### config.mk
export PLATFORM = sky130hd
export DESIGN_NAME = mailbox_syntax_checker_top
export DESIGN_NICKNAME = d
export VERILOG_FILES = /design/src/rtl/core/msc_pkg.sv /design/src/rtl/core/mailbox_syntax_checker_top.sv
export SDC_FILE = /design/constraint.sdc
export NUM_CORES = 1
export LEC_CHECK = 0
export BUFFER_PORTS_ARGS = -buffer_cell sky130_fd_sc_hd__buf_2
export CORE_UTILIZATION = 45
export CTS_BUF_LIST = sky130_fd_sc_hd__clkbuf_2 sky130_fd_sc_hd__clkbuf_4 sky130_fd_sc_hd__clkbuf_8
export DETAILED_ROUTE_END_ITERATION = 12
export HOLD_SLACK_MARGIN = 0.05
export PLACE_DENSITY = 0.76
export SYNTH_ARGS = -nofsm -noshare
export SYNTH_HDL_FRONTEND = slang
export SYNTH_SLANG_ARGS = --single-unit
### constraint.sdc
create_clock -name i_clk -period 5.9 [get_ports i_clk]
set_clock_uncertainty 0.2 [all_clocks]
set_input_delay 0.295 -clock i_clk [delete_from_list [all_inputs] [get_ports i_clk]]
set_output_delay 0.295 -clock i_clk [all_outputs]
set_load 0.03 [all_outputs]
### src/rtl/core/msc_pkg.sv
// Character constants and byte classes for the mailbox syntax checker.
// No dependencies.
`default_nettype none

package msc_pkg;

    localparam logic [7:0] CH_AT     = 8'h40;
    localparam logic [7:0] CH_QUOTE  = 8'h22;
    localparam logic [7:0] CH_DOT    = 8'h2E;
    localparam logic [7:0] CH_DASH   = 8'h2D;
    localparam logic [7:0] CH_SPACE  = 8'h20;
    localparam logic [7:0] CH_TAB    = 8'h09;
    localparam logic [7:0] CH_CR     = 8'h0D;
    localparam logic [7:0] CH_DIG_LO = 8'h30;
    localparam logic [7:0] CH_DIG_HI = 8'h39;
    localparam logic [7:0] CH_UC_LO  = 8'h41;
    localparam logic [7:0] CH_UC_HI  = 8'h5A;
    localparam logic [7:0] CH_LC_LO  = 8'h61;
    localparam logic [7:0] CH_LC_HI  = 8'h7A;

    function automatic logic is_ws(input logic [7:0] c);
        return (c == CH_SPACE) || (c >= CH_TAB && c <= CH_CR);
    endfunction

    function automatic logic is_alnum(input logic [7:0] c);
        return (c >= CH_DIG_LO && c <= CH_DIG_HI) ||
               (c >= CH_UC_LO && c <= CH_UC_HI) ||
               (c >= CH_LC_LO && c <= CH_LC_HI);
    endfunction

endpackage

`default_nettype wire

### src/rtl/core/mailbox_syntax_checker_top.sv
// Mailbox syntax checker: one byte per cycle in, one verdict per string out.
// The verdict for a string is written to the result register as its last byte
// leaves the input register. Throughput: one byte per cycle unless a last byte
// waits behind a stalled verdict, set by the combinational parse update.
// Reset (synchronous, active low) empties both registers and returns the
// parser to the leading-whitespace phase.
`default_nettype none

module mailbox_syntax_checker_top (
    input  wire logic       i_clk,
    input  wire logic       i_rst_n,
    input  wire logic       i_in_valid,
    output logic            o_in_stall,
    input  wire logic [7:0] i_char_in,
    input  wire logic       i_last_char,
    output logic            o_out_valid,
    input  wire logic       i_out_stall,
    output logic            o_mailbox_valid
);

    typedef enum logic [2:0] {
        PH_LEAD,
        PH_DOT,
        PH_QOPEN,
        PH_QDONE,
        PH_DOMAIN
    } t_phase;

    // input register
    logic       r_s1_valid;
    logic [7:0] r_s1_char;
    logic       r_s1_last;

    // parser state
    t_phase r_phase, n_phase;
    logic   r_label, n_label;
    logic   r_space, n_space;
    logic   r_nonempty, n_nonempty;
    logic   r_failed, n_failed;

    // result register
    logic r_out_valid;
    logic r_mailbox_valid;

    logic w_out_free;
    logic w_s1_drain;
    logic w_in_accept;
    logic w_ws;
    logic w_alnum;
    logic w_ok;

    assign w_out_free  = !r_out_valid || !i_out_stall;
    assign w_s1_drain  = r_s1_valid && (!r_s1_last || w_out_free);
    assign o_in_stall  = r_s1_valid && !w_s1_drain;
    assign w_in_accept = i_in_valid && !o_in_stall;

    assign w_ws    = msc_pkg::is_ws(r_s1_char);
    assign w_alnum = msc_pkg::is_alnum(r_s1_char);

    always_comb begin
        n_phase    = r_phase;
        n_label    = r_label;
        n_space    = r_space;
        n_nonempty = r_nonempty;
        n_failed   = r_failed;
        if (!r_failed) begin
            unique case (r_phase)
                PH_LEAD: begin
                    if (!w_ws) begin
                        if (r_s1_char == msc_pkg::CH_AT) begin
                            n_failed = 1'b1;
                        end else if (r_s1_char == msc_pkg::CH_QUOTE) begin
                            n_phase = PH_QOPEN;
                        end else begin
                            n_phase = PH_DOT;
                            n_label = 1'b1;
                            if (w_alnum) begin
                                n_label = 1'b0;
                            end else if (r_s1_char == msc_pkg::CH_DOT) begin
                                // leading dot of the local part
                                n_failed = 1'b1;
                            end
                        end
                    end
                end
                PH_DOT: begin
                    if (r_s1_char == msc_pkg::CH_AT) begin
                        n_phase = PH_DOMAIN;
                        n_label = 1'b1;
                    end else if (w_alnum) begin
                        n_label = 1'b0;
                    end else if (r_s1_char == msc_pkg::CH_DOT) begin
                        if (r_label) begin
                            n_failed = 1'b1;
                        end
                        n_label = 1'b1;
                    end
                end
                PH_QOPEN: begin
                    if (r_s1_char == msc_pkg::CH_AT) begin
                        n_phase = PH_DOMAIN;
                        n_label = 1'b1;
                    end else if (r_s1_char == msc_pkg::CH_QUOTE) begin
                        n_phase = PH_QDONE;
                    end
                end
                PH_QDONE: begin
                    if (r_s1_char == msc_pkg::CH_AT) begin
                        n_phase = PH_DOMAIN;
                        n_label = 1'b1;
                    end else begin
                        n_failed = 1'b1;
                    end
                end
                PH_DOMAIN: begin
                    if (w_ws) begin
                        n_space = 1'b1;
                    end else if (r_space) begin
                        // text after whitespace inside the domain
                        n_failed = 1'b1;
                    end else begin
                        n_nonempty = 1'b1;
                        if (w_alnum) begin
                            n_label = 1'b0;
                        end else if (r_s1_char == msc_pkg::CH_DASH ||
                                     r_s1_char == msc_pkg::CH_DOT) begin
                            if (r_label) begin
                                n_failed = 1'b1;
                            end
                            if (r_s1_char == msc_pkg::CH_DOT) begin
                                n_label = 1'b1;
                            end
                        end else begin
                            n_failed = 1'b1;
                        end
                    end
                end
                default: begin
                    n_failed = 1'b1;
                end
            endcase
        end
    end

    assign w_ok = !n_failed && (n_phase == PH_DOMAIN) && n_nonempty;

    always_ff @(posedge i_clk) begin
        if (!i_rst_n) begin
            r_s1_valid  <= 1'b0;
            r_out_valid <= 1'b0;
            r_phase     <= PH_LEAD;
            r_label     <= 1'b1;
            r_space     <= 1'b0;
            r_nonempty  <= 1'b0;
            r_failed    <= 1'b0;
        end else begin
            if (w_in_accept) begin
                r_s1_valid <= 1'b1;
            end else if (w_s1_drain) begin
                r_s1_valid <= 1'b0;
            end

            if (w_out_free) begin
                r_out_valid <= w_s1_drain && r_s1_last;
            end

            if (w_s1_drain) begin
                if (r_s1_last) begin
                    // verdict given: restart for the next string
                    r_phase    <= PH_LEAD;
                    r_label    <= 1'b1;
                    r_space    <= 1'b0;
                    r_nonempty <= 1'b0;
                    r_failed   <= 1'b0;
                end else begin
                    r_phase    <= n_phase;
                    r_label    <= n_label;
                    r_space    <= n_space;
                    r_nonempty <= n_nonempty;
                    r_failed   <= n_failed;
                end
            end
        end
    end

    // payload registers: no reset
    always_ff @(posedge i_clk) begin
        if (w_in_accept) begin
            r_s1_char <= i_char_in;
            r_s1_last <= i_last_char;
        end
        if (w_s1_drain && r_s1_last) begin
            r_mailbox_valid <= w_ok;
        end
    end

    assign o_out_valid     = r_out_valid;
    assign o_mailbox_valid = r_mailbox_valid;

endmodule

`default_nettype wire

==> metrics.md, run 1 <==
| Metric | Value |
|---|---|
| Outcome | finished, final reports clean |
| Post-CTS Setup Bufs | 0 |
| # resized after CTS | 0 |
| CTS tree | built |
| First-iteration detailed-routing DRC count | 32 |
| First-pass GRT wire length | 4560 µm |
| Minimum clock period | 2460 ps |
| # clock sinks | 19 |
| FF+latch count, synth | 19 |
| Ys async rst share | 0 |
| Post-CTS Hold Fix Bufs | 10 |
| Routed WL | 2730 µm |
| Primary flip-flop cell chosen by synthesis mapping | edfxtp_1 |
| Hold Path Stages | 3 |
| Hpwl dp | 1900 µm |
| Die Area | 0.00291 mm² |
| Final period util | 0.417 |
| Placer Congestion | 0.950 |
| Unrepaired setup endpoints after global routing | false |
| Register area share after synthesis | 0.396 |
| Area delta synth->final | 16.6% |
| Synth area leaders | edfxtp_1, dfxtp_1, a21oi_1, nor2_1, nor3_1 |
| Min setup slack post-route | 3440 ps |
| Commonest non-fill, non-tap cells in the layout | buf_2, a21oi_1, nor2_1, dlygate4sd3_1, edfxtp_1 |
| Register area | 480 µm² |
| Share of the synthesized area in the top cell type | 0.247 |
| Synth cell types | 50 |
| Worst-case clock buffer depth | 2 |
| Remaining DRCs | 0 |
| Required time at the worst-slack endpoint | 5850 ps |
| Total of max-cap violations | 0 |
| CTS clk-pin slew, worst paths | 110 ps |
| Slew margin rel. | 0.489 |
| Final setup fails | 0 |
| Mapped cell area | 0.00121 mm² |
| CTS Buf Count | 3 |
| DP Area | 0.00128 mm² |
| Mean area per synthesized cell | 9.48 µm² |
| Total track usage | 0.219 |
| Num rows | 18 |
| Post-synthesis instance total | 128 |
| Setup slack, reg-to-reg | 3440 ps |
| Initial antenna violation count | 0 |
| Later-pin clock latency in the skew report | 310 ps |
| Fin. Hold Viols | 0 |
| Ant diodes | 0 |
| Ratio of cells with drive above 1 in the final layout | 0.224 |
| Vias in the first global route | 992 |
| Crit path DAT | 2410 ps |
| Io pins | 16 |
| Initial Utilization | 0.481 |
| Worst r2r dst | o_mailbox_valid |
| Yosys top cell by area | edfxtp_1 |
| Lkg Pwr | 0.538 nW |
| Hold WS | 35.9 ps |
| Beginning of the worst hold path | i_out_stall |
| CP Launch Type | flip-flop |
| Die H | 53.9 µm |
| Hold Path End | o_out_valid |
| Setup TNS | 0 ps |
| Area of the multi-input gates | 677 µm² |
| Antenna Nets Post-Route | 0 |
| Critical Path End Type | flip-flop |
| Nets@finish | 166 |
| Total grt overflow | 0 |
| Chip Width | 53.9 µm |
| First-pass DRT Iterations | 4 |
| Power Total | 0.260 mW |
| Post-synth EDFFs | 10 |
| Critical path class | flip-flop to flip-flop |
| Fillcell total | 222 |
| Largest net degree at the start of global routing | 14 |
| Max rail drop VDD | 0.000141 V |
| PD cells | 183 mW/mm² |
| H-tree depth | 1 |
| Synth Net Count | 141 |
| Placeable core area | 0.00252 mm² |
| F_max | 0.406 GHz |
| Post-Place Setup Slack | 3470 ps |
| Hold crit path type | primary input to flip-flop |
| Reg2reg start | r_s1_char[4] |
| Max-slew violation count | 0 |
| Port bufs | 15 |
| Root Buffer | clkbuf_4 |
| Most common cell after layout, fill and taps aside | buf_2 |
| Worst r2r path cells | 5 |
| Wire length per cell | 15.0 µm |
| Design area | 0.00142 mm² |
| Synth Warn # | 0 |
| Via count | 1123 |
| Worst-path fanout max | 8 |
| Slew @ Worst Pin | 764 ps |
| Vias/cell | 6.17 |
area by class of cell:
cell class,instances,share of cell area
Sequential cell,19,0.340
Inverter,4,0.0106
Tap cell,30,0.0265
Timing Repair Buffer,25,0.124
Multi-Input combinational cell,100,0.478
Clock buffer,4,0.0212
worst max-delay path by stage:
stage / startpoint / endpoint / slack [ps] / cells after the start
floorplan: r_s1_char[4] / r_label / 3670 / 5
global placement: r_s1_char[4] / o_mailbox_valid / 3550 / 5
detailed placement: r_s1_char[4] / o_mailbox_valid / 3470 / 5
CTS: r_s1_char[4] / o_mailbox_valid / 3430 / 5
global route: r_s1_char[4] / o_mailbox_valid / 3310 / 5
finish: r_s1_char[4] / o_mailbox_valid / 3440 / 5
worst max-delay path, cell delays in order, from the launching register on:
cell	delay (ps)
edfxtp_1	520
or4b_4	610
o41ai_2	270
o2bb2ai_1	120
a221oi_1	340
nor4b_2	250
stage by stage:
step            util  cells
6_report       0.561    182
5_1_grt        0.561    182
4_1_cts        0.561    182
3_5_place_dp   0.509    168
3_3_place_gp   0.509    168
2_1_floorplan      -    128
cell families (layout without fill, tap and decap cells):
| kind of cell | Yosys count | after routing | synth area share |
|---|---|---|---|
| XOR/XNOR | 1 | 1 | 0.00722 |
| AO/OA/AOI/OAI | 40 | 40 | 0.246 |
| flip-flops | 19 | 19 | 0.396 |
| buffers and inverters | 9 | 33 | 0.0464 |
| AND/OR/NAND/NOR | 59 | 59 | 0.304 |
flip-flops by register name (all words and copies together), names as in the netlist:
name / cells
r_label: 1
o_mailbox_valid: 1
r_s1_valid: 1
r_space: 1
r_phase: 3
r_failed: 1
o_out_valid: 1
r_nonempty: 1
r_s1_last: 1
r_s1_char: 8
power breakdown:
part	total [mW]	leakage, nW	switching [mW]	internal (mW)
Clock	0.0727	0.0184	0.0417	0.0310
Sequential	0.154	0.170	0.00953	0.145
Combinational	0.0327	0.350	0.0158	0.0169
Total	0.260	0.538	0.0671	0.192
synthesized netlist by cell type (all sizes together) (2+ instances only):
cell and instances:
a211oi 4, a21oi 12, a31oi 2, and2 4, and3 3, buf 3
clkbuf 2, dfxtp 9, edfxtp 10, inv 4, nand2 9, nand3 2
nor2 11, nor2b 3, nor3 7, nor3b 2, nor4 3, nor4b 3
o21ai 5, o311a 2, o31ai 4, o41ai 2, or2b 2, or3 2
or4b 2
metal layers:
layer,share of wire,vias to the layer above,GRT usage,routed length [µm]
met1,0.42,511,0.292,1160
met2,0.49,52,0.344,1330
met4,0.029,0,0.101,80
li1,-,549,-,-
met5,0,-,0,0
met3,0.059,11,0.0339,162
(Power assumes the default switching activity.)
==> run 2, diff against run 1 <==
--- a/config.mk
+++ b/config.mk
@@ -5,6 +5,7 @@
 export SDC_FILE = /design/constraint.sdc
 export NUM_CORES = 1
 export LEC_CHECK = 0
+export ABC_AREA = 1
 export BUFFER_PORTS_ARGS = -buffer_cell sky130_fd_sc_hd__buf_2
 export CORE_UTILIZATION = 45
 export CTS_BUF_LIST = sky130_fd_sc_hd__clkbuf_2 sky130_fd_sc_hd__clkbuf_4 sky130_fd_sc_hd__clkbuf_8
==> constraint.sdc (replaced) <==
create_clock -name i_clk -period 2.5 [get_ports i_clk]
set_clock_uncertainty 0.2 [all_clocks]
set_input_delay 0.125 -clock i_clk [delete_from_list [all_inputs] [get_ports i_clk]]
set_output_delay 0.125 -clock i_clk [all_outputs]
set_load 0.03 [all_outputs]
==> run 2 against run 1 <==
Die area shrank 1.4%. Synthesized area down 1.4%. Sequential share of layout area shrank 1.2 points. Register-to-register slack worse by 2800 ps. Largest power group unchanged.
==> metrics.md, run 2 <==
| Metric | Value |
|---|---|
| Synth Area in Compound Gates | 0.116 (was 0.246) |
| Num rows | 18 (unchanged) |
| Hold WS | 322 ps (was 35.9 ps) |
| Largest Register | r_s1_char (unchanged) |
| Final period util | 0.736 (was 0.417) |
| H-tree depth | 1 (unchanged) |
| Crit path DAT | 1830 ps (was 2410 ps) |
| Initial antenna violation count | 0 (unchanged) |
| Unrepaired setup endpoints after global routing | false (unchanged) |
| CTS tree | built (unchanged) |
| Hpwl dp | 1940 µm (was 1900 µm) |
| Vias/cell | 5.01 (was 6.17) |
| Most common library cells after synthesis | nand2_1, inv_1, nor2_1 (was a21oi_1, nor2_1, edfxtp_1) |
| Later-pin clock latency in the skew report | 290 ps (was 310 ps) |
| Synth area leaders | edfxtp_1, dfxtp_1, nand2_1, inv_1, nor2_1 (was edfxtp_1, dfxtp_1, a21oi_1, nor2_1, nor3_1) |
| Most common cell in the netlist | nand2_1 (was a21oi_1) |
| Critical path class | flip-flop to flip-flop (unchanged) |
| Total of max-cap violations | 0 (unchanged) |
| Max rail drop VDD | 0.000410 V (was 0.000141 V) |
| Beginning of the worst hold path | r_nonempty (was i_out_stall) |
| Hold Path End | r_nonempty (was o_out_valid) |
| Io pins | 16 (unchanged) |
| Post-Place Setup Slack | 670 ps (was 3470 ps) |
| GRT met3 Usage | 0.0367 (was 0.0339) |
| Remaining DRCs | 0 (unchanged) |
| Worst r2r dst | r_label (was o_mailbox_valid) |
| Post-synthesis instance total | 168 (was 128) |
| Vias in the first global route | 1062 (was 992) |
| F_max | 0.543 GHz (was 0.406 GHz) |
| Largest net degree at the start of global routing | 11 (was 14) |
| Port bufs | 15 (unchanged) |
| Synth Net Count | 181 (was 141) |
| Lkg Pwr | 0.719 nW (was 0.538 nW) |
| Primary flip-flop cell chosen by synthesis mapping | edfxtp_1 (unchanged) |
| CTS Buf Count | 3 (unchanged) |
| Design area | 0.00147 mm² (was 0.00142 mm²) |
| Cell Chain, Critical Path | nor2_2, nand2_4, nor2_8, inv_1, a21boi_1, o21ai_2, nand3_1, nand3_2 (was or4b_4, o41ai_2, o2bb2ai_1, a221oi_1, nor4b_2) |
| Placer Congestion | 0.898 (was 0.950) |
| First-pass GRT wire length | 4310 µm (was 4560 µm) |
| Via count | 1153 (was 1123) |
| Busiest grt layer | met2 (unchanged) |
| Total grt overflow | 0 (unchanged) |
| Total track usage | 0.210 (was 0.219) |
| First-iteration detailed-routing DRC count | 41 (was 32) |
| Max FFs per register | 8 (unchanged) |
| Slew @ Worst Pin | 718 ps (was 764 ps) |
| Synth Warn # | 0 (unchanged) |
| Antenna Nets Post-Route | 0 (unchanged) |
| Final design utilization | 0.588 (was 0.561) |
| Mean area per synthesized cell | 7.12 µm² (was 9.48 µm²) |
| Worst-path fanout max | 6 (was 8) |
| Outcome | finished, final reports clean (unchanged) |
| Met1 Usage GRT | 0.253 (was 0.292) |
| # resized after CTS | 0 (unchanged) |
| Chip Width | 53.6 µm (was 53.9 µm) |
| Initial Utilization | 0.478 (was 0.481) |
| Top Registers | r_s1_char (8), r_phase (3) (unchanged) |
| Final setup fails | 0 (unchanged) |
| Nets@finish | 214 (was 166) |
| Die Area | 0.00287 mm² (was 0.00291 mm²) |
| # clock sinks | 19 (unchanged) |
| Met2 Use GR | 0.356 (was 0.344) |
| Register area share after synthesis | 0.402 (was 0.396) |
| Required time at the worst-slack endpoint | 2490 ps (was 5850 ps) |
| Share of the synthesized area in the top cell type | 0.251 (was 0.247) |
| DP Area | 0.00131 mm² (was 0.00128 mm²) |
| Synth Area in Simple Gates | 0.382 (was 0.304) |
| Ratio of cells with drive above 1 in the final layout | 0.225 (was 0.224) |
| Yosys top cell by area | edfxtp_1 (unchanged) |
| Reg2reg start | r_s1_char[1] (was r_s1_char[4]) |
| Worst r2r path cells | 8 (was 5) |
| FF+latch count, synth | 19 (unchanged) |
| Critical-path top delay cell | edfxtp_1 (was or4b_4) |
| Critical Path End Type | flip-flop (unchanged) |
| Wire length per cell | 11.2 µm (was 15.0 µm) |
| PD cells | 413 mW/mm² (was 183 mW/mm²) |
| Minimum clock period | 1840 ps (was 2460 ps) |
| Placeable core area | 0.00250 mm² (was 0.00252 mm²) |
| Root Buffer | clkbuf_4 (unchanged) |
| Hold Path Stages | 2 (was 3) |
| Worst-case clock buffer depth | 2 (unchanged) |
| Setup TNS | 0 ps (unchanged) |
| CP Launch Type | flip-flop (unchanged) |
| Max-slew violation count | 0 (unchanged) |
| Post-Synth Adder-Cell Area | 0 (unchanged) |
| CTS clk-pin slew, worst paths | 100 ps (was 110 ps) |
| Min setup slack post-route | 660 ps (was 3440 ps) |
| Routed WL | 2570 µm (was 2730 µm) |
| Ant diodes | 0 (unchanged) |
| Post-synth EDFFs | 10 (unchanged) |
| Slew margin rel. | 0.520 (was 0.489) |
| Slowest stage delay, CP | 490 ps (was 610 ps) |
| First-pass DRT Iterations | 4 (unchanged) |
| Mapped cell area | 0.00120 mm² (was 0.00121 mm²) |
| Ys async rst share | 0 (unchanged) |
| Fin. Hold Viols | 0 (unchanged) |
| Synth cell types | 25 (was 50) |
| Most common cell after layout, fill and taps aside | nand2_1 (was buf_2) |
| Hold crit path type | flip-flop to flip-flop (was primary input to flip-flop) |
| Post-synthesis mux area share | 0 (unchanged) |
| Area delta synth->final | 22.8% (was 16.6%) |
| Setup slack, reg-to-reg | 660 ps (was 3440 ps) |
| Main combinational cell family by area after synthesis | simple AND/OR/NAND/NOR gates (unchanged) |
| XOR/XNOR Fraction of Synth Area | 0 (was 0.00722) |
| Commonest non-fill, non-tap cells in the layout | nand2_1, inv_1, nor2_1, buf_2, dlygate4sd3_1 (was buf_2, a21oi_1, nor2_1, dlygate4sd3_1, edfxtp_1) |
| Die H | 53.6 µm (was 53.9 µm) |
==> run 2: cell types whose count changed after synthesis, moves of 4 or more <==
cell,change
nand2_2,+4
nand3_1,+9
nand2_1,+37
inv_1,+19
inv_2,+8
nor2_2,+4
a21oi_1,-4
nor2_1,+9
nor3_1,-7
o31ai_1,-4
==> run 2: metrics by stage <==
stage / total power, mW / instances
final: 0.607 / 230
after global routing: 0.635 / 230
after global placement: 0.430 / 213
after detailed placement: 0.434 / 213
after CTS: 0.611 / 230
after floorplan: 0.410 / 168
==> run 2: what timing repair did <==
| item | in CTS | in global routing |
|---|---|---|
| hold endpoints to repair | 17 | 0 |
| hold buffers | 13 | 0 |
| setup buffers | 0 | 0 |
==> run 2: final cells by class <==
| cell class | count | area [µm²] |
|---|---|---|
| Clock buffer | 4 | 30.0 |
| Fill cell | 212 | 1030 |
| Inverter | 32 | 120 |
| Multi-Input combinational cell | 117 | 596 |
| Sequential cell | 19 | 480 |
| Tap cell | 30 | 37.5 |
| Timing Repair Buffer | 28 | 205 |
==> run 2: cells by family (layout without fill, tap and decap cells) <==
kind of cell | after synthesis | after routing
simple gates | 95 | 95
buf+inv | 32 | 64
compound gates | 22 | 22
flops | 19 | 19
==> run 2: how the worst max path moves through the flow <==
stage	to	from	slack [ps]
global placement	r_s1_char[0]	r_s1_last	700
detailed placement	r_s1_char[0]	r_s1_last	670
CTS	r_s1_char[0]	r_s1_last	660
floorplan	r_s1_char[0]	o_out_valid	720
global route	o_mailbox_valid	r_s1_char[1]	530
finish	r_label	r_s1_char[1]	660
==> run 2: worst max-delay path: cells and delay by family, from the launching register on <==
kind | cells | cell delay [ps]
simple gates | 5 | 670
buf+inv | 1 | 90
compound gates | 2 | 300
flops | 1 | 490
==> run 2: power breakdown <==
group | internal [mW] | switching [mW] | total, mW
sequential | 0.342 | 0.0124 | 0.354
combinational | 0.0401 | 0.0496 | 0.0897
clock | 0.0730 | 0.0901 | 0.163
total | 0.455 | 0.152 | 0.607
==> run 2: layer usage <==
| metal | wire, µm | share of wire | vias up |
|---|---|---|---|
| li1 | - | - | 598 |
| met1 | 1130 | 0.44 | 517 |
| met2 | 1270 | 0.49 | 34 |
| met3 | 126 | 0.049 | 4 |
| met4 | 42 | 0.016 | 0 |
| met5 | 0 | 0 | - |
